[config.mk]
export PLATFORM = sky130hd
export DESIGN_NAME = led_notify_pattern_player
export DESIGN_NICKNAME = d
export VERILOG_FILES = /design/src/sv/lnpp_pkg.sv /design/src/sv/lnpp_core.sv /design/src/sv/led_notify_pattern_player.sv
export SDC_FILE = /design/constraint.sdc
export NUM_CORES = 1
export LEC_CHECK = 0
export BUFFER_PORTS_ARGS = -buffer_cell sky130_fd_sc_hd__buf_4
export CAP_MARGIN = 15
export CORE_MARGIN = 5
export CORE_UTILIZATION = 40
export CTS_CLUSTER_SIZE = 12
export DETAILED_ROUTE_END_ITERATION = 8
export HOLD_SLACK_MARGIN = 0.1
export PLACE_DENSITY = 0.71
export SKIP_CTS_REPAIR_TIMING = 1
export SYNTH_ARGS = -nofsm -noshare
export SYNTH_HDL_FRONTEND = slang
export SYNTH_SLANG_ARGS = --single-unit
export TNS_END_PERCENT = 30
[constraint.sdc]
create_clock -name clk -period 2.7 [get_ports clk]
set_input_delay 0.135 -clock clk [delete_from_list [all_inputs] [get_ports clk]]
set_output_delay 0.135 -clock clk [all_outputs]
set_load 0.01 [all_outputs]
[src/sv/lnpp_pkg.sv]
// ----------------------------------------------------------------------------
// lnpp_pkg - shared types and tables for the LED notification pattern player
// Register codes, pattern selects, config/result structs and the step tables.
// ----------------------------------------------------------------------------
`default_nettype none

package lnpp_pkg;

	localparam int unsigned IntervalWidth = 16;
	localparam int unsigned DurWidth      = 9;
	localparam int unsigned StepWidth     = 5;
	localparam int unsigned KindWidth     = 2;
	localparam int unsigned MaskWidth     = 3;
	localparam int unsigned CfgIdxWidth   = 3;

	// Item kinds carried in tuser
	localparam logic OP_TICK  = 1'b0;
	localparam logic OP_EVENT = 1'b1;

	// Event kinds
	localparam logic [KindWidth-1:0] KIND_SOS    = 2'd1;
	localparam logic [KindWidth-1:0] KIND_INVITE = 2'd2;

	// Mask bits
	localparam int unsigned MASK_LED = 0;
	localparam int unsigned MASK_BUZ = 1;
	localparam int unsigned MASK_VIB = 2;

	// Configuration register indexes
	localparam logic [CfgIdxWidth-1:0] REG_LED_EN      = 3'd0;
	localparam logic [CfgIdxWidth-1:0] REG_BUZ_EN      = 3'd1;
	localparam logic [CfgIdxWidth-1:0] REG_VIB_EN      = 3'd2;
	localparam logic [CfgIdxWidth-1:0] REG_EVENT_MASK  = 3'd3;
	localparam logic [CfgIdxWidth-1:0] REG_HB_INTERVAL = 3'd4;

	localparam logic [IntervalWidth-1:0] HB_INTERVAL_RST = 16'd5000;

	typedef enum logic [1:0] {
		SEL_MESSAGE = 2'd0,
		SEL_SOS     = 2'd1,
		SEL_INVITE  = 2'd2,
		SEL_HEART   = 2'd3
	} sel_t;

	typedef struct packed {
		logic                     led_en;
		logic                     buz_en;
		logic                     vib_en;
		logic [MaskWidth-1:0]     event_mask;
		logic [IntervalWidth-1:0] hb_interval;
	} cfg_t;

	typedef struct packed {
		logic vibration_request;
		logic buzzer_request;
		logic pattern_active;
		logic led_on;
	} res_t;

	// Number of steps in each pattern
	function automatic logic [StepWidth-1:0] pat_len(input sel_t sel);
		logic [StepWidth-1:0] n;
		case (sel)
			SEL_MESSAGE: n = 5'd4;
			SEL_SOS:     n = 5'd18;
			SEL_INVITE:  n = 5'd6;
			SEL_HEART:   n = 5'd2;
			default:     n = 5'd2;
		endcase
		return n;
	endfunction

	// Duration in ms of one step; steps alternate on/off starting with on
	function automatic logic [DurWidth-1:0] step_dur(input sel_t sel,
		input logic [StepWidth-1:0] idx);
		logic [DurWidth-1:0] d;
		case (sel)
			SEL_MESSAGE: d = 9'd200;
			SEL_SOS: begin
				if (idx >= 5'd17) begin
					d = 9'd200;
				end else if (idx == 5'd5 || idx == 5'd6 || idx == 5'd8 ||
					idx == 5'd10 || idx == 5'd11) begin
					d = 9'd300;
				end else begin
					d = 9'd100;
				end
			end
			SEL_INVITE: begin
				if (idx >= 5'd5) begin
					d = 9'd200;
				end else if (idx[0]) begin
					d = 9'd100;
				end else begin
					d = 9'd150;
				end
			end
			SEL_HEART: d = 9'd80;
			default:   d = 9'd80;
		endcase
		return d;
	endfunction

endpackage

`default_nettype wire

[src/sv/lnpp_core.sv]
// ----------------------------------------------------------------------------
// lnpp_core - pattern and heartbeat state
// Holds the player state and works out the result of one item per cycle while step_en is high.
// ----------------------------------------------------------------------------
`default_nettype none

module lnpp_core (
	input  wire                                   clk,
	input  wire                                   arst_n,
	input  wire                                   step_en,
	input  wire                                   op,
	input  wire  [lnpp_pkg::KindWidth-1:0]        event_kind,
	input  lnpp_pkg::cfg_t                        cfg,
	output lnpp_pkg::res_t                        res
);

	logic                                 playing_q;
	lnpp_pkg::sel_t                       sel_q;
	logic [lnpp_pkg::StepWidth-1:0]       idx_q;
	logic [lnpp_pkg::DurWidth-1:0]        rem_q;
	logic [lnpp_pkg::IntervalWidth-1:0]   elapsed_q;
	logic                                 led_q;

	logic                                 playing_d;
	lnpp_pkg::sel_t                       sel_d;
	logic [lnpp_pkg::StepWidth-1:0]       idx_d;
	logic [lnpp_pkg::DurWidth-1:0]        rem_d;
	logic [lnpp_pkg::IntervalWidth-1:0]   elapsed_d;
	logic                                 led_d;
	logic [lnpp_pkg::DurWidth-1:0]        rem_dec;
	logic [lnpp_pkg::StepWidth-1:0]       idx_inc;
	logic [lnpp_pkg::IntervalWidth-1:0]   elapsed_inc;
	lnpp_pkg::sel_t                       ev_sel;
	logic                                 buz_d;
	logic                                 vib_d;

	always_comb begin
		playing_d = playing_q;
		sel_d     = sel_q;
		idx_d     = idx_q;
		rem_d     = rem_q;
		elapsed_d = elapsed_q;
		led_d     = led_q;
		buz_d     = 1'b0;
		vib_d     = 1'b0;
		rem_dec     = (rem_q != '0) ? rem_q - 1'b1 : rem_q;
		idx_inc     = idx_q + 1'b1;
		elapsed_inc = (elapsed_q < cfg.hb_interval) ? elapsed_q + 1'b1 : cfg.hb_interval;

		if (event_kind == lnpp_pkg::KIND_SOS) begin
			ev_sel = lnpp_pkg::SEL_SOS;
		end else if (event_kind == lnpp_pkg::KIND_INVITE) begin
			ev_sel = lnpp_pkg::SEL_INVITE;
		end else begin
			ev_sel = lnpp_pkg::SEL_MESSAGE;
		end

		if (op == lnpp_pkg::OP_EVENT) begin
			if (cfg.led_en && cfg.event_mask[lnpp_pkg::MASK_LED]) begin
				playing_d = 1'b1;
				sel_d     = ev_sel;
				idx_d     = '0;
				rem_d     = lnpp_pkg::step_dur(ev_sel, '0);
				led_d     = 1'b1;
			end
			buz_d = cfg.buz_en && cfg.event_mask[lnpp_pkg::MASK_BUZ];
			vib_d = cfg.vib_en && cfg.event_mask[lnpp_pkg::MASK_VIB];
		end else begin
			// countdown first
			if (playing_q) begin
				rem_d = rem_dec;
				if (rem_dec == '0) begin
					if (idx_inc >= lnpp_pkg::pat_len(sel_q)) begin
						playing_d = 1'b0;
						idx_d     = '0;
						led_d     = 1'b0;
					end else begin
						idx_d = idx_inc;
						rem_d = lnpp_pkg::step_dur(sel_q, idx_inc);
						led_d = ~idx_inc[0];
					end
				end
			end
			// then the heartbeat, which overrides any running pattern
			elapsed_d = elapsed_inc;
			if (cfg.led_en && elapsed_inc == cfg.hb_interval) begin
				elapsed_d = '0;
				playing_d = 1'b1;
				sel_d     = lnpp_pkg::SEL_HEART;
				idx_d     = '0;
				rem_d     = lnpp_pkg::step_dur(lnpp_pkg::SEL_HEART, '0);
				led_d     = 1'b1;
			end
		end

		res.led_on            = led_d;
		res.pattern_active    = playing_d;
		res.buzzer_request    = buz_d;
		res.vibration_request = vib_d;
	end

	always_ff @(posedge clk or negedge arst_n) begin
		if (!arst_n) begin
			playing_q <= 1'b0;
			sel_q     <= lnpp_pkg::SEL_MESSAGE;
			idx_q     <= '0;
			rem_q     <= '0;
			elapsed_q <= '0;
			led_q     <= 1'b0;
		end else if (step_en) begin
			playing_q <= playing_d;
			sel_q     <= sel_d;
			idx_q     <= idx_d;
			rem_q     <= rem_d;
			elapsed_q <= elapsed_d;
			led_q     <= led_d;
		end
	end

endmodule

`default_nettype wire

[src/sv/led_notify_pattern_player.sv]
// ----------------------------------------------------------------------------
// led_notify_pattern_player - LED notification pattern player
// Plays LED on/off patterns on notification events and a periodic heartbeat.
// ----------------------------------------------------------------------------
// Each input word is either a one-millisecond tick (tuser 0) or a notification
// event (tuser 1, event kind in tdata). Every input word yields exactly one
// output word with the LED level, the pattern-active flag and one-word buzzer
// and vibration request pulses. The block takes one word per cycle while the
// output is not stalled; an accepted word passes the input register, then the
// result register, and all state update happens in the single logic step
// between them. Backpressure on the output stalls the input register,
// so no word is ever dropped. Configuration registers (index: 0 LED enable,
// 1 buzzer enable, 2 vibration enable, 3 event mask, 4 heartbeat interval)
// are written through the cfg channel, which is always ready; write them only
// while no word is in flight. Indexes above 4 are ignored.
`default_nettype none

module led_notify_pattern_player (
	input  wire                                   clk,
	input  wire                                   arst_n,
	// configuration write channel
	input  wire                                   cfg_valid,
	output logic                                  cfg_ready,
	input  wire  [lnpp_pkg::CfgIdxWidth-1:0]      cfg_index,
	input  wire  [lnpp_pkg::IntervalWidth-1:0]    cfg_data,
	// input stream
	input  wire                                   s_tvalid,
	output logic                                  s_tready,
	input  wire  [7:0]                            s_tdata,  // [1:0] event_kind, rest zero
	input  wire                                   s_tuser,  // [0] op
	// result stream
	output logic                                  m_tvalid,
	input  wire                                   m_tready,
	output logic [7:0]                            m_tdata   // [0] led_on, [1] pattern_active,
	                                                        // [2] buzzer_request,
	                                                        // [3] vibration_request
);

	lnpp_pkg::cfg_t                       cfg_q;
	logic                                 v_s1;
	logic                                 op_s1;
	logic [lnpp_pkg::KindWidth-1:0]       kind_s1;
	logic                                 out_v_q;
	lnpp_pkg::res_t                       res_q;
	lnpp_pkg::res_t                       res_d;
	logic                                 adv;
	logic                                 step_en;

	// advance the result stage when it is empty or being drained
	assign adv       = !out_v_q || m_tready;
	assign s_tready  = !v_s1 || adv;
	assign step_en   = v_s1 && adv;
	assign cfg_ready = 1'b1;
	assign m_tvalid  = out_v_q;
	assign m_tdata   = {4'd0, res_q};

	// configuration registers
	always_ff @(posedge clk or negedge arst_n) begin
		if (!arst_n) begin
			cfg_q.led_en      <= 1'b1;
			cfg_q.buz_en      <= 1'b1;
			cfg_q.vib_en      <= 1'b1;
			cfg_q.event_mask  <= '1;
			cfg_q.hb_interval <= lnpp_pkg::HB_INTERVAL_RST;
		end else if (cfg_valid) begin
			case (cfg_index)
				lnpp_pkg::REG_LED_EN:      cfg_q.led_en      <= cfg_data[0];
				lnpp_pkg::REG_BUZ_EN:      cfg_q.buz_en      <= cfg_data[0];
				lnpp_pkg::REG_VIB_EN:      cfg_q.vib_en      <= cfg_data[0];
				lnpp_pkg::REG_EVENT_MASK:  cfg_q.event_mask  <=
					cfg_data[lnpp_pkg::MaskWidth-1:0];
				lnpp_pkg::REG_HB_INTERVAL: cfg_q.hb_interval <= cfg_data;
				default: ;
			endcase
		end
	end

	// input register: hold the word while the result stage is stalled
	always_ff @(posedge clk or negedge arst_n) begin
		if (!arst_n) begin
			v_s1 <= 1'b0;
		end else if (s_tready) begin
			v_s1 <= s_tvalid;
		end
	end

	always_ff @(posedge clk) begin
		if (s_tvalid && s_tready) begin
			op_s1   <= s_tuser;
			kind_s1 <= s_tdata[lnpp_pkg::KindWidth-1:0];
		end
	end

	lnpp_core u_core (
		.clk        (clk),
		.arst_n     (arst_n),
		.step_en    (step_en),
		.op         (op_s1),
		.event_kind (kind_s1),
		.cfg        (cfg_q),
		.res        (res_d)
	);

	// result register
	always_ff @(posedge clk or negedge arst_n) begin
		if (!arst_n) begin
			out_v_q <= 1'b0;
		end else if (adv) begin
			out_v_q <= v_s1;
		end
	end

	always_ff @(posedge clk) begin
		if (step_en) begin
			res_q <= res_d;
		end
	end

	// a tick never requests the buzzer or the vibrator
	a_tick_no_pulse: assert property (@(posedge clk) disable iff (!arst_n)
		(step_en && op_s1 == lnpp_pkg::OP_TICK) |=>
		(!res_q.buzzer_request && !res_q.vibration_request))
		else $error("request pulse on a tick");

	// an enabled event starts a pattern with the LED on
	a_event_start: assert property (@(posedge clk) disable iff (!arst_n)
		(step_en && op_s1 == lnpp_pkg::OP_EVENT && cfg_q.led_en &&
		cfg_q.event_mask[lnpp_pkg::MASK_LED]) |=>
		(res_q.pattern_active && res_q.led_on))
		else $error("event did not start a pattern");

	// the LED is only lit while a pattern plays
	a_led_needs_pattern: assert property (@(posedge clk) disable iff (!arst_n)
		(out_v_q && !res_q.pattern_active) |-> !res_q.led_on)
		else $error("LED on with no pattern playing");

	// an empty result stage never blocks the input
	a_ready_when_empty: assert property (@(posedge clk) disable iff (!arst_n)
		!out_v_q |-> s_tready)
		else $error("input stalled with empty result stage");

endmodule

`default_nettype wire

Yosys cells after proc, flatten, opt, wreduce, memory -nomap -nowiden
Index checks and enable logic that the tools add are counted.

storage, ports and cells
  output and inout port bits = 11
  logic and storage cells = 120
  bits of input ports = 33
  register bits = 65

cells by class
  add/sub/neg operators = 3
  reduce and logical (&&, ||, !) cells = 31
  $lt $le $gt $ge = 4
  mux-type cells = 42
  bitwise logic cells = 2
  equal/unequal tests = 19

operators with widths
  kind                   number
  $mux 9                 10
  $pmux 9 s4             2
  $mux 5                 9
  $mux 16                2
  $pmux 5 s4             1
  $add 16x1->16 const B  1
  $eq 16x16->1           1
  $lt 16x16->1           1
  $eq 5x4->1 const B     3
  $mux 1                 12
  $reduce_and 2->1       6
  $eq 2x2->1 const B     5
  $eq 5x3->1 const B     2
  $mux 2                 5
  $logic_not 9->1        1
  $reduce_bool 9->1      1
  $sub 9x1->9 const B    1
  $mux 8                 1
  $eq 2x1->1 const B     3
  $eq 3x2->1 const B     2
  $logic_and 1x1->1      6
  $logic_or 1x1->1       6
  $reduce_and 3->1       2
  $reduce_bool 3->1      2
  13 further kinds       16

Logic depth before layout (Yosys ltp)
Gate-level depths: netlist (run 1).

  depth in word-level cells = 14
  mapped depth = 13
  depth with buffers taken out = 12

Modules after synthesis
From an unflattened synthesis (run 1), not the netlist that was laid out.

unflattened totals
  cells, all modules = 514
  area, all modules = 4850.9 um^2

modules (own cells, without submodules)
  module                     cells each  instances  seq. area each (um^2)  area an instance (um^2)
  lnpp_core                  441         1          850.8                  3573.4
  led_notify_pattern_player  73          1          824.5                  1277.5

Least setup slack after synthesis (run 1)
Ideal clock, no wire load.

  kind = register to register
  start = register u_core.idx_q[0] (netlist name)
  end = register u_core.rem_q[5] (netlist name)
  path slack = -0.051 ns
  library setup time = 0.080 ns
  cell stages (with the launch flop) = 11
  path buffers = 0
  clock period less this slack = 2.751 ns
  required time = 2.620 ns
  arrival time = 2.671 ns
  cell sequence = dfrtp_1 > ha_1 > xnor2_1 > inv_1 > ha_1 > a211o_1 > a21oi_2 > nand3_2 > o21ai_1 > or4b_1 > o211ai_2

on the way
  cells in the longest elaborated chain, start to end = 9
  elaborated cells between the ends (all ways) = 13
  classes of those cells = 1 x add/sub; 3 x order compare; 9 x mux

RTL lines
  element                                   line                            RTL
  start, declared                           lnpp_core.sv:19                 logic [lnpp_pkg::StepWidth-1:0] idx_q;
  start signal, assigned                    lnpp_core.sv:113                idx_q <= idx_d;
  $add 5x1->5 *                             lnpp_core.sv:47                 idx_inc = idx_q + 1'b1;
  $ge 5x3->1, or another cell as far along  lnpp_pkg.sv:90                  if (idx >= 5'd5) begin
  $mux 9 (on tied branches)                 lnpp_pkg.sv:90, lnpp_pkg.sv:80
  $pmux 9 s4                                lnpp_pkg.sv:77                  case (sel)
  $mux 9 *                                  lnpp_core.sv:73                 if (idx_inc >= lnpp_pkg::pat_len(sel_q)) begin
  $mux 9 *                                  lnpp_core.sv:72                 if (rem_dec == '0) begin
  $mux 9 *                                  lnpp_core.sv:70                 if (playing_q) begin
  $mux 9 *                                  lnpp_core.sv:86                 if (cfg.led_en && elapsed_inc == cfg.hb_interval) begin
  $mux 9 *                                  lnpp_core.sv:58                 if (op == lnpp_pkg::OP_EVENT) begin
  end signal, assigned                      lnpp_core.sv:114                rem_q <= rem_d;
  end, declared                             lnpp_core.sv:20                 logic [lnpp_pkg::DurWidth-1:0] rem_q;

Every way passes the cells marked *; elsewhere a longest branch is shown, timed or not. The select of a mux whose other input is x is not followed.
A chain may end at the register's enable or synchronous reset.

Final worst setup path (run 1)
  start = register u_core.elapsed_q[0] (netlist name)
  end = register u_core.rem_q[5] (netlist name)

on the way
  cells in the longest elaborated chain, start to end = 6
  elaborated cells between the ends (all ways) = 9
  classes of those cells = 1 x add/sub; 1 x order compare; 1 x eq/ne; 3 x mux; 3 x reduce/logical

RTL lines
  element                                                       line              RTL
  start, declared                                               lnpp_core.sv:21   logic [lnpp_pkg::IntervalWidth-1:0] elapsed_q;
  start signal, assigned                                        lnpp_core.sv:115  elapsed_q <= elapsed_d;
  $add 16x1->16 or $lt 16x16->1 (tied branches)                 lnpp_core.sv:48   elapsed_inc = (elapsed_q < cfg.hb_interval) ? elapsed_q + 1'b1 : cfg.hb_interval;
  $mux 16 *                                                     lnpp_core.sv:48
  $eq 16x16->1 *                                                lnpp_core.sv:86
  $logic_and 1x1->1 *                                           lnpp_core.sv:86
  $reduce_bool 3->1 (no source line) or $mux 9 (tied branches)  -
  $reduce_and 3->1 (no source line) or $mux 9 (tied branches)   -

Every way passes the cells marked *; elsewhere a longest branch is shown, timed or not.

==> results of run 1 <==
## cell families after synthesis
logic type	Yosys count	share of synthesized area, %
AOI/OAI and AO/OA	164	22.9
xor gates and xnor gates	24	4.28
adders and majority gates	28	7.13
buffers and inverters	72	6.75
DFF	65	34.1
muxes	14	3.08
other	2	0.153
and+or+nand+nor	190	21.5
## power breakdown
part           total (W)  switching [W]  internal, W  leakage (nW)
combinational    0.00257        0.00135      0.00122          2.03
sequential       0.00146       0.000228      0.00124         0.752
clock            0.00116       0.000449     0.000714         0.147
total            0.00520        0.00203      0.00317          2.93
## state kept, by name (all words and copies together) (netlist names)
name              cells
v_s1                  1
u_core.led_q          1
op_s1                 1
m_tvalid              1
m_tdata               4
u_core.elapsed_q     16
u_core.idx_q          5
cfg_q                22
kind_s1               2
u_core.playing_q      1
u_core.rem_q          9
u_core.sel_q          2
## path summary, 6_finish.rpt
path / startpoint / slack, ns / depth (start not counted) / end
worst min-delay path: m_tready / 0.11 / 3 / m_tvalid$_DFFE_PN0P_
worst min register to register: cfg_q[3]$_DFFE_PN1P_ / 0.51 / 2 / cfg_q[3]$_DFFE_PN1P_
worst max-delay path: u_core.elapsed_q[0]$_DFFE_PN0P_ / -0.13 / 9 / u_core.rem_q[5]$_DFFE_PN0P_
max in group asynchronous: arst_n / 1.73 / 2 / u_core.idx_q[1]$_DFFE_PN0P_
min in group asynchronous: arst_n / 0.42 / 2 / u_core.elapsed_q[12]$_DFFE_PN0P_
worst max register to register: u_core.elapsed_q[0]$_DFFE_PN0P_ / -0.13 / 9 / u_core.rem_q[5]$_DFFE_PN0P_
## routing by layer
metal	track usage, %	wire (microns)	vias to the layer above
met5	0	0	-
met4	6.94	377	0
met3	2.90	568	35
met2	34.1	7620	125
met1	22.8	5970	2370
li1	-	-	2318
## area by class of cell
type | instances | area (sq um) | area share (%)
multi-input cells | 425 | 3280 | 47.6
clock inverters | 7 | 70.1 | 1.02
well taps | 147 | 184 | 2.67
repair buffers | 158 | 1310 | 19.0
clock buffers | 9 | 225 | 3.27
flip-flops and latches | 65 | 1680 | 24.4
inverters | 37 | 139 | 2.01
## metrics by stage
stage | util (%) | power, W
after detailed placement | 48.9 | 0.00356
after CTS | 51.4 | 0.00474
final | 57.4 | 0.00520
after global routing | 57.4 | 0.00551
after global placement | 48.9 | 0.00348
after floorplan | - | 0.00281
## placed cells by master (no fill, tap or decap), types with 17 or more instances in the layout
cell type	count
o21ai_0	32
dfrtp_1	41
o31ai_1	17
a21oi_1	30
nand2_1	48
inv_1	36
ha_1	23
dlygate4sd3_1	21
buf_4	124
nor2_1	23
## critical path: cells and delay by family (launching register included)
family	cells	cell delay, ns
DFF	1	0.46
and+or+nand+nor	4	1.07
AOI/OAI and AO/OA	4	1.07
buffers and inverters	1	0.15
==> Implementation_results.wiki, run 1 <==
{| class="wikitable"
! Metric !! Value
|-
| Outcome || finished with violations
|-
| Failing checks || setup timing
|-
| Most common cell in the synthesized netlist || nand2_1
|-
| First-pass iteration count of the detailed router || 5
|-
| Largest incremental delay on the critical path || 0.51 ns
|-
| Critical path required time || 2.97 ns
|-
| Final hold slack || 0.108 ns
|-
| Sequential fraction of the synthesis area || 34.1%
|-
| Die Span Y || 121 microns
|-
| Number of warnings printed during yosys synthesis || 0
|-
| Port buffer count || 32
|-
| Crit-path max FO || 6
|-
| Number of vias per cell || 5.72
|-
| Global placement routability congestion || 0.887
|-
| Maximum clock frequency || 354 MHz
|-
| Non-Filler Cell Area, Final || 6890 sq um
|-
| Area of the die || 14600 sq um
|-
| Series of cell instances along the critical path || nand2b_1 -> a2111o_1 -> a311oi_2 -> nand3b_1 -> o21ai_2 -> nor4_4 -> buf_4 -> or4b_4 -> o211ai_2
|-
| Wire length after detailed routing || 14500 microns
|-
| PD cells || 754 nW/um^2
|-
| Classification of the worst-slack hold path || primary input to flop
|-
| Number of cells in the finished layout apart from fillers || 848
|-
| Proportion of layout cells with a drive suffix above 1 || 35.5%
|-
| Area of the mapped netlist || 4910 sq um
|-
| Level count of the clock H-tree || 3
|-
| Crit path kind || flop to flop
|-
| Worst clock skew on the final layout || 0.00758 ns
|-
| Clock-pin slew on the worst setup and hold paths || 0.06 ns
|-
| Antenna Violating Nets Remaining || 0
|-
| Placed cell count || 798
|-
| Die W || 121 microns
|-
| Via count of the first global-routing pass || 4690
|-
| Main synth FF type || dfrtp_1
|-
| Post-route DRC violation count || 0
|-
| Row count || 40
|-
| Tightest slew margin relative to the limit || 48.7%
|-
| TritonCTS clock tree || yes
|-
| Worst VDD drop || 0.361 mV
|-
| Number of enable-type register cells in the synthesized netlist || 7
|-
| Proportion of synthesized flip-flops having asynchronous set or reset || 89.2%
|-
| Top-Level Pins || 44
|-
| Maximum clock path buffer count || 2
|-
| Total of endpoints with negative setup slack in the final report || 27
|-
| Starting density of the core || 40.9%
|-
| LEAKAGE || 2.93 nW
|-
| Top cells by area, synth || dfrtp_1 24%, ha_1 7.1%, dfstp_2 5.9%
|-
| Largest area contributor in the synthesized netlist || dfrtp_1
|-
| TritonCTS Buffers || 9
|-
| Total routing usage reported by global routing || 19.0%
|-
| Actual slew at the worst max-slew pin || 0.770 ns
|-
| Cells after Synth || 559
|-
| Core box area || 12000 sq um
|-
| Pin count of the biggest net entering global routing || 59
|-
| Clock latency reported for the late side of the worst-skew pair || 0.34 ns
|-
| Final TNS setup || -1.84 ns
|-
| Antenna violations before repair || 0
|-
| Post-route clock period utilization || 105%
|-
| Final Net Count || 757
|-
| Per-cell routed wire length || 17.1 microns
|-
| Total via count after detailed routing || 4848
|-
| Grt total ovfl || 0
|-
| Final worst setup slack || -0.125 ns
|-
| Mean post-synth cell area || 8.79 sq um
|-
| Count of final max-slew check failures || 0
|-
| Dpl ws || -0.161 ns
|-
| First-pass GRT wire length || 22500 microns
|-
| Diode insertion count for antenna repair || 0
|-
| Min cycle time layout || 2.83 ns
|-
| Number of flip-flops and latches in the synthesized netlist || 65
|-
| Library cells used by synthesis || 79
|-
| HPWL after detailed placement || 9870 microns
|-
| Syn-to-layout area delta || 40.3%
|-
| Launching element type of the critical path || flop
|-
| Most numerous cell types in the synthesized netlist || 51 x nand2_1, 47 x dfrtp_1, 37 x inv_1
|-
| Detailed router's first-iteration violation count || 250
|-
| Placed Area || 5880 sq um
|-
| Clock Sink Count || 65
|-
| CP max stage cell || or4b_4
|-
| Final Hold Violating Endpoints || 0
|-
| Count of fill cells added during filler insertion || 1026
|-
| Share of Yosys cell area claimed by the top area cell type || 23.9%
|-
| Category of the worst setup path capture point || flop
|-
| Root cell of the clock tree || clkbuf_16
|-
| Number of violations of the max-capacitance limit || 0
|-
| Setup repair after global routing missed its margin || yes
|-
| Critical path data arrival time || 3.09 ns
|}
No activity file was read; power rests on OpenSTA's default activity.
==> run 2, diff against run 1 <==
- ABC_AREA: default -> 1
==> run 2 against run 1 <==
Compared with the run above: the flow still finishes with violations (setup timing); final cell count up 10%; synthesized area down 0.99%; fmax down 1.1%; utilization down 4.6 points; combinational power down 27%; final area down 8.4%; synthesized cell count up 21%; critical path type unchanged; critical endpoint is now u_core.rem_q[7]$_DFFE_PN0P_.
==> Implementation_results.wiki, run 2 <==
{| class="wikitable"
! Metric !! Value
|-
| Family of cells with the greatest summed delay on the critical path || simple AND/OR/NAND/NOR gates
|-
| Most common cell on crit path || nand2_1
|-
| FF-to-FF End || u_core.rem_q[7]$_DFFE_PN0P_
|-
| Classification of the worst-slack hold path || primary input to flop
|-
| First-pass GRT wire length || 20400 microns
|-
| Arithmetic-cell share of the synthesized area counting full adders, half adders and majority gates || 7.20%
|-
| Crit path kind || flop to flop
|-
| Post-route DRC violation count || 0
|-
| Failing checks || setup timing
|-
| Number of warnings printed during yosys synthesis || 0
|-
| Startpoint of the worst setup timing path || cfg_q[12]$_DFFE_PN1P_
|-
| Global placement routability congestion || 0.882
|-
| Mean post-synth cell area || 7.17 sq um
|-
| Via count of the first global-routing pass || 4366
|-
| Clock Sink Count || 65
|-
| Total of endpoints with negative setup slack in the final report || 35
|-
| Critical path data arrival time || 3.09 ns
|-
| Die W || 120 microns
|-
| Clock latency reported for the late side of the worst-skew pair || 0.34 ns
|-
| Total routing usage reported by global routing || 17.2%
|-
| Mux share of post-synthesis cell area || 0.412%
|-
| Actual slew at the worst max-slew pin || 0.757 ns
|-
| HPWL after detailed placement || 8990 microns
|-
| Final worst setup slack || -0.157 ns
|-
| PD cells || 730 nW/um^2
|-
| TritonCTS clock tree || yes
|-
| Tightest slew margin relative to the limit || 49.3%
|-
| TritonCTS Buffers || 9
|-
| Crit-path max FO || 8
|-
| Antenna Violating Nets Remaining || 0
|-
| Sequential fraction of the synthesis area || 34.4%
|-
| Depth of the most critical reg-to-reg path || 18
|-
| Root cell of the clock tree || clkbuf_16
|-
| Library cells used by synthesis || 41
|-
| Diode insertion count for antenna repair || 0
|-
| Commonest non-fill, non-tap cell in the layout || nand2_1
|-
| LEAKAGE || 3.28 nW
|-
| Largest incremental delay on the critical path || 0.53 ns
|-
| Main synth FF type || dfrtp_1
|-
| Row count || 40
|-
| Simple-gate share of the synthesized area || 33.9%
|-
| Proportion of layout cells with a drive suffix above 1 || 22.6%
|-
| Wire length after detailed routing || 12500 microns
|-
| Critical path required time || 2.93 ns
|-
| Worst clock skew on the final layout || 0.00559 ns
|-
| Clock-pin slew on the worst setup and hold paths || 0.06 ns
|-
| Regs by FF count || cfg_q: 22 flops, u_core.elapsed_q: 16 flops, u_core.rem_q: 9 flops
|-
| Die Span Y || 120 microns
|-
| Core box area || 12000 sq um
|-
| Final TNS setup || -4.00 ns
|-
| Number of vias per cell || 5.17
|-
| Most numerous cell types in the synthesized netlist || 190 x nand2_1, 73 x inv_1, 66 x nor2_1
|-
| Launching element type of the critical path || flop
|-
| Number of flip-flops in the largest register || 22
|-
| Top cells by area, synth || dfrtp_1 24%, nand2_1 15%, ha_1 7.2%
|-
| Level count of the clock H-tree || 3
|-
| Reg-to-reg critical path startpoint || cfg_q[12]$_DFFE_PN1P_
|-
| Pin count of the biggest net entering global routing || 59
|-
| Largest area contributor in the synthesized netlist || dfrtp_1
|-
| Proportion of synthesized flip-flops having asynchronous set or reset || 89.2%
|-
| Top-Level Pins || 44
|-
| Post-route clock period utilization || 106%
|-
| Levels on crit path || 18
|-
| First-pass iteration count of the detailed router || 5
|-
| Syn-to-layout area delta || 29.8%
|-
| Number of enable-type register cells in the synthesized netlist || 7
|-
| Series of cell instances along the critical path || inv_2 -> ha_4 -> nand4_1 -> nor3_2 -> buf_4 -> nand2_8 -> buf_12 -> nand4_1 -> nand2_1 -> nor2_1 -> nand2_1 -> nor2_2 -> nand3_2 -> buf_6 -> nand3_4 -> nand2_8 -> nand2_1 -> nand2_1
|-
| Compound-gate portion of the synthesized area || 11.4%
|-
| Count of final max-slew check failures || 0
|-
| Cells after Synth || 678
|-
| Share of Yosys cell area claimed by the top area cell type || 24.2%
|-
| CP max stage cell || dfstp_2
|-
| Xor/xnor share of the synthesized area || 3.42%
|-
| Setup repair after global routing missed its margin || yes
|-
| Flop-to-flop setup slack || -0.16 ns
|-
| Non-Filler Cell Area, Final || 6310 sq um
|-
| Largest family of logic cells by synthesized area || simple AND/OR/NAND/NOR gates
|-
| Category of the worst setup path capture point || flop
|-
| WP buf/inv || 4
|-
| Grt total ovfl || 0
|-
| Crit path to || u_core.rem_q[7]$_DFFE_PN0P_
|-
| Area of the mapped netlist || 4860 sq um
|-
| Commonest non-fill, non-tap cells in the layout || 184 x nand2_1, 87 x buf_4, 72 x inv_1
|-
| Detailed router's first-iteration violation count || 274
|-
| Placed Area || 5660 sq um
|-
| Number of violations of the max-capacitance limit || 0
|-
| Per-cell routed wire length || 13.3 microns
|-
| Final Net Count || 842
|-
| Min cycle time layout || 2.86 ns
|-
| Port buffer count || 32
|-
| Number of flip-flops and latches in the synthesized netlist || 65
|-
| Most common cell in the synthesized netlist || nand2_1
|-
| Starting density of the core || 40.7%
|-
| Dpl ws || -0.128 ns
|-
| Maximum clock path buffer count || 2
|-
| Reg with most FFs || cfg_q
|-
| Antenna violations before repair || 0
|-
| Area of the die || 14500 sq um
|-
| Outcome || finished with violations
|-
| Worst VDD drop || 0.408 mV
|-
| Total via count after detailed routing || 4824
|-
| PnR Total Power || 0.00461 W
|-
| Final Hold Violating Endpoints || 0
|-
| Maximum clock frequency || 350 MHz
|}
## run 2: routing by layer
| layer | vias up | routed length (microns) | global-route usage (%) |
|---|---|---|---|
| li1 | 2416 | - | - |
| met1 | 2237 | 5500 | 22.6 |
| met2 | 141 | 6040 | 28.8 |
| met3 | 30 | 558 | 1.68 |
| met4 | 0 | 352 | 7.44 |
| met5 | - | 0 | 0 |
## run 2: layout make-up
cell class | count | area [sq um]
clock buffer | 10 | 229
clock inverter | 6 | 116
fill | 1103 | 5650
inverter | 80 | 305
multi-input combinational | 516 | 2880
sequential | 65 | 1680
tap | 147 | 184
timing repair buffer | 109 | 917
## run 2: power breakdown
part           internal (W)  switching, W  total [W]
Combinational      0.000782       0.00108    0.00187
Sequential          0.00122      0.000176    0.00139
Clock              0.000906      0.000443    0.00135
## run 2: kinds of logic after synthesis
| family | Yosys count |
|---|---|
| AND/OR/NAND/NOR | 364 |
| XOR/XNOR | 19 |
| adder cells (fa/ha/maj) | 28 |
| multiplexers | 2 |
| other | 2 |
| buffers and inverters | 101 |
| AO/OA/AOI/OAI | 97 |
| flip-flops | 65 |
## run 2: how the worst min path moves through the flow
stage	cells after the start	from	slack, ns	to
after floorplan	0	arst_n	-0.16	cfg_q[0]$_DFFE_PN0P_
after global placement	1	arst_n	0.25	cfg_q[11]$_DFFE_PN0P_
after global routing	3	cfg_data[6]	0.10	cfg_q[6]$_DFFE_PN0P_
final	3	cfg_data[4]	0.04	cfg_q[4]$_DFFE_PN0P_
after CTS	1	arst_n	-0.11	cfg_q[11]$_DFFE_PN0P_
after detailed placement	1	arst_n	0.25	cfg_q[11]$_DFFE_PN0P_
## run 2: metrics by stage
stage,instances,hold slack (ns),util [%]
after floorplan,681,-0.161,-
after global placement,900,0.247,47.3
after detailed placement,900,0.252,47.3
after CTS,916,-0.108,50.2
after global routing,933,0.101,52.8
final,933,0.0428,52.8
## run 2: worst register-to-register path, delay by kind of cell, from the launching register on
kind / cells / cell delay, ns
flops: 1 / 0.53
fa+ha+maj: 1 / 0.25
buf+inv: 4 / 0.54
simple gates: 13 / 1.43
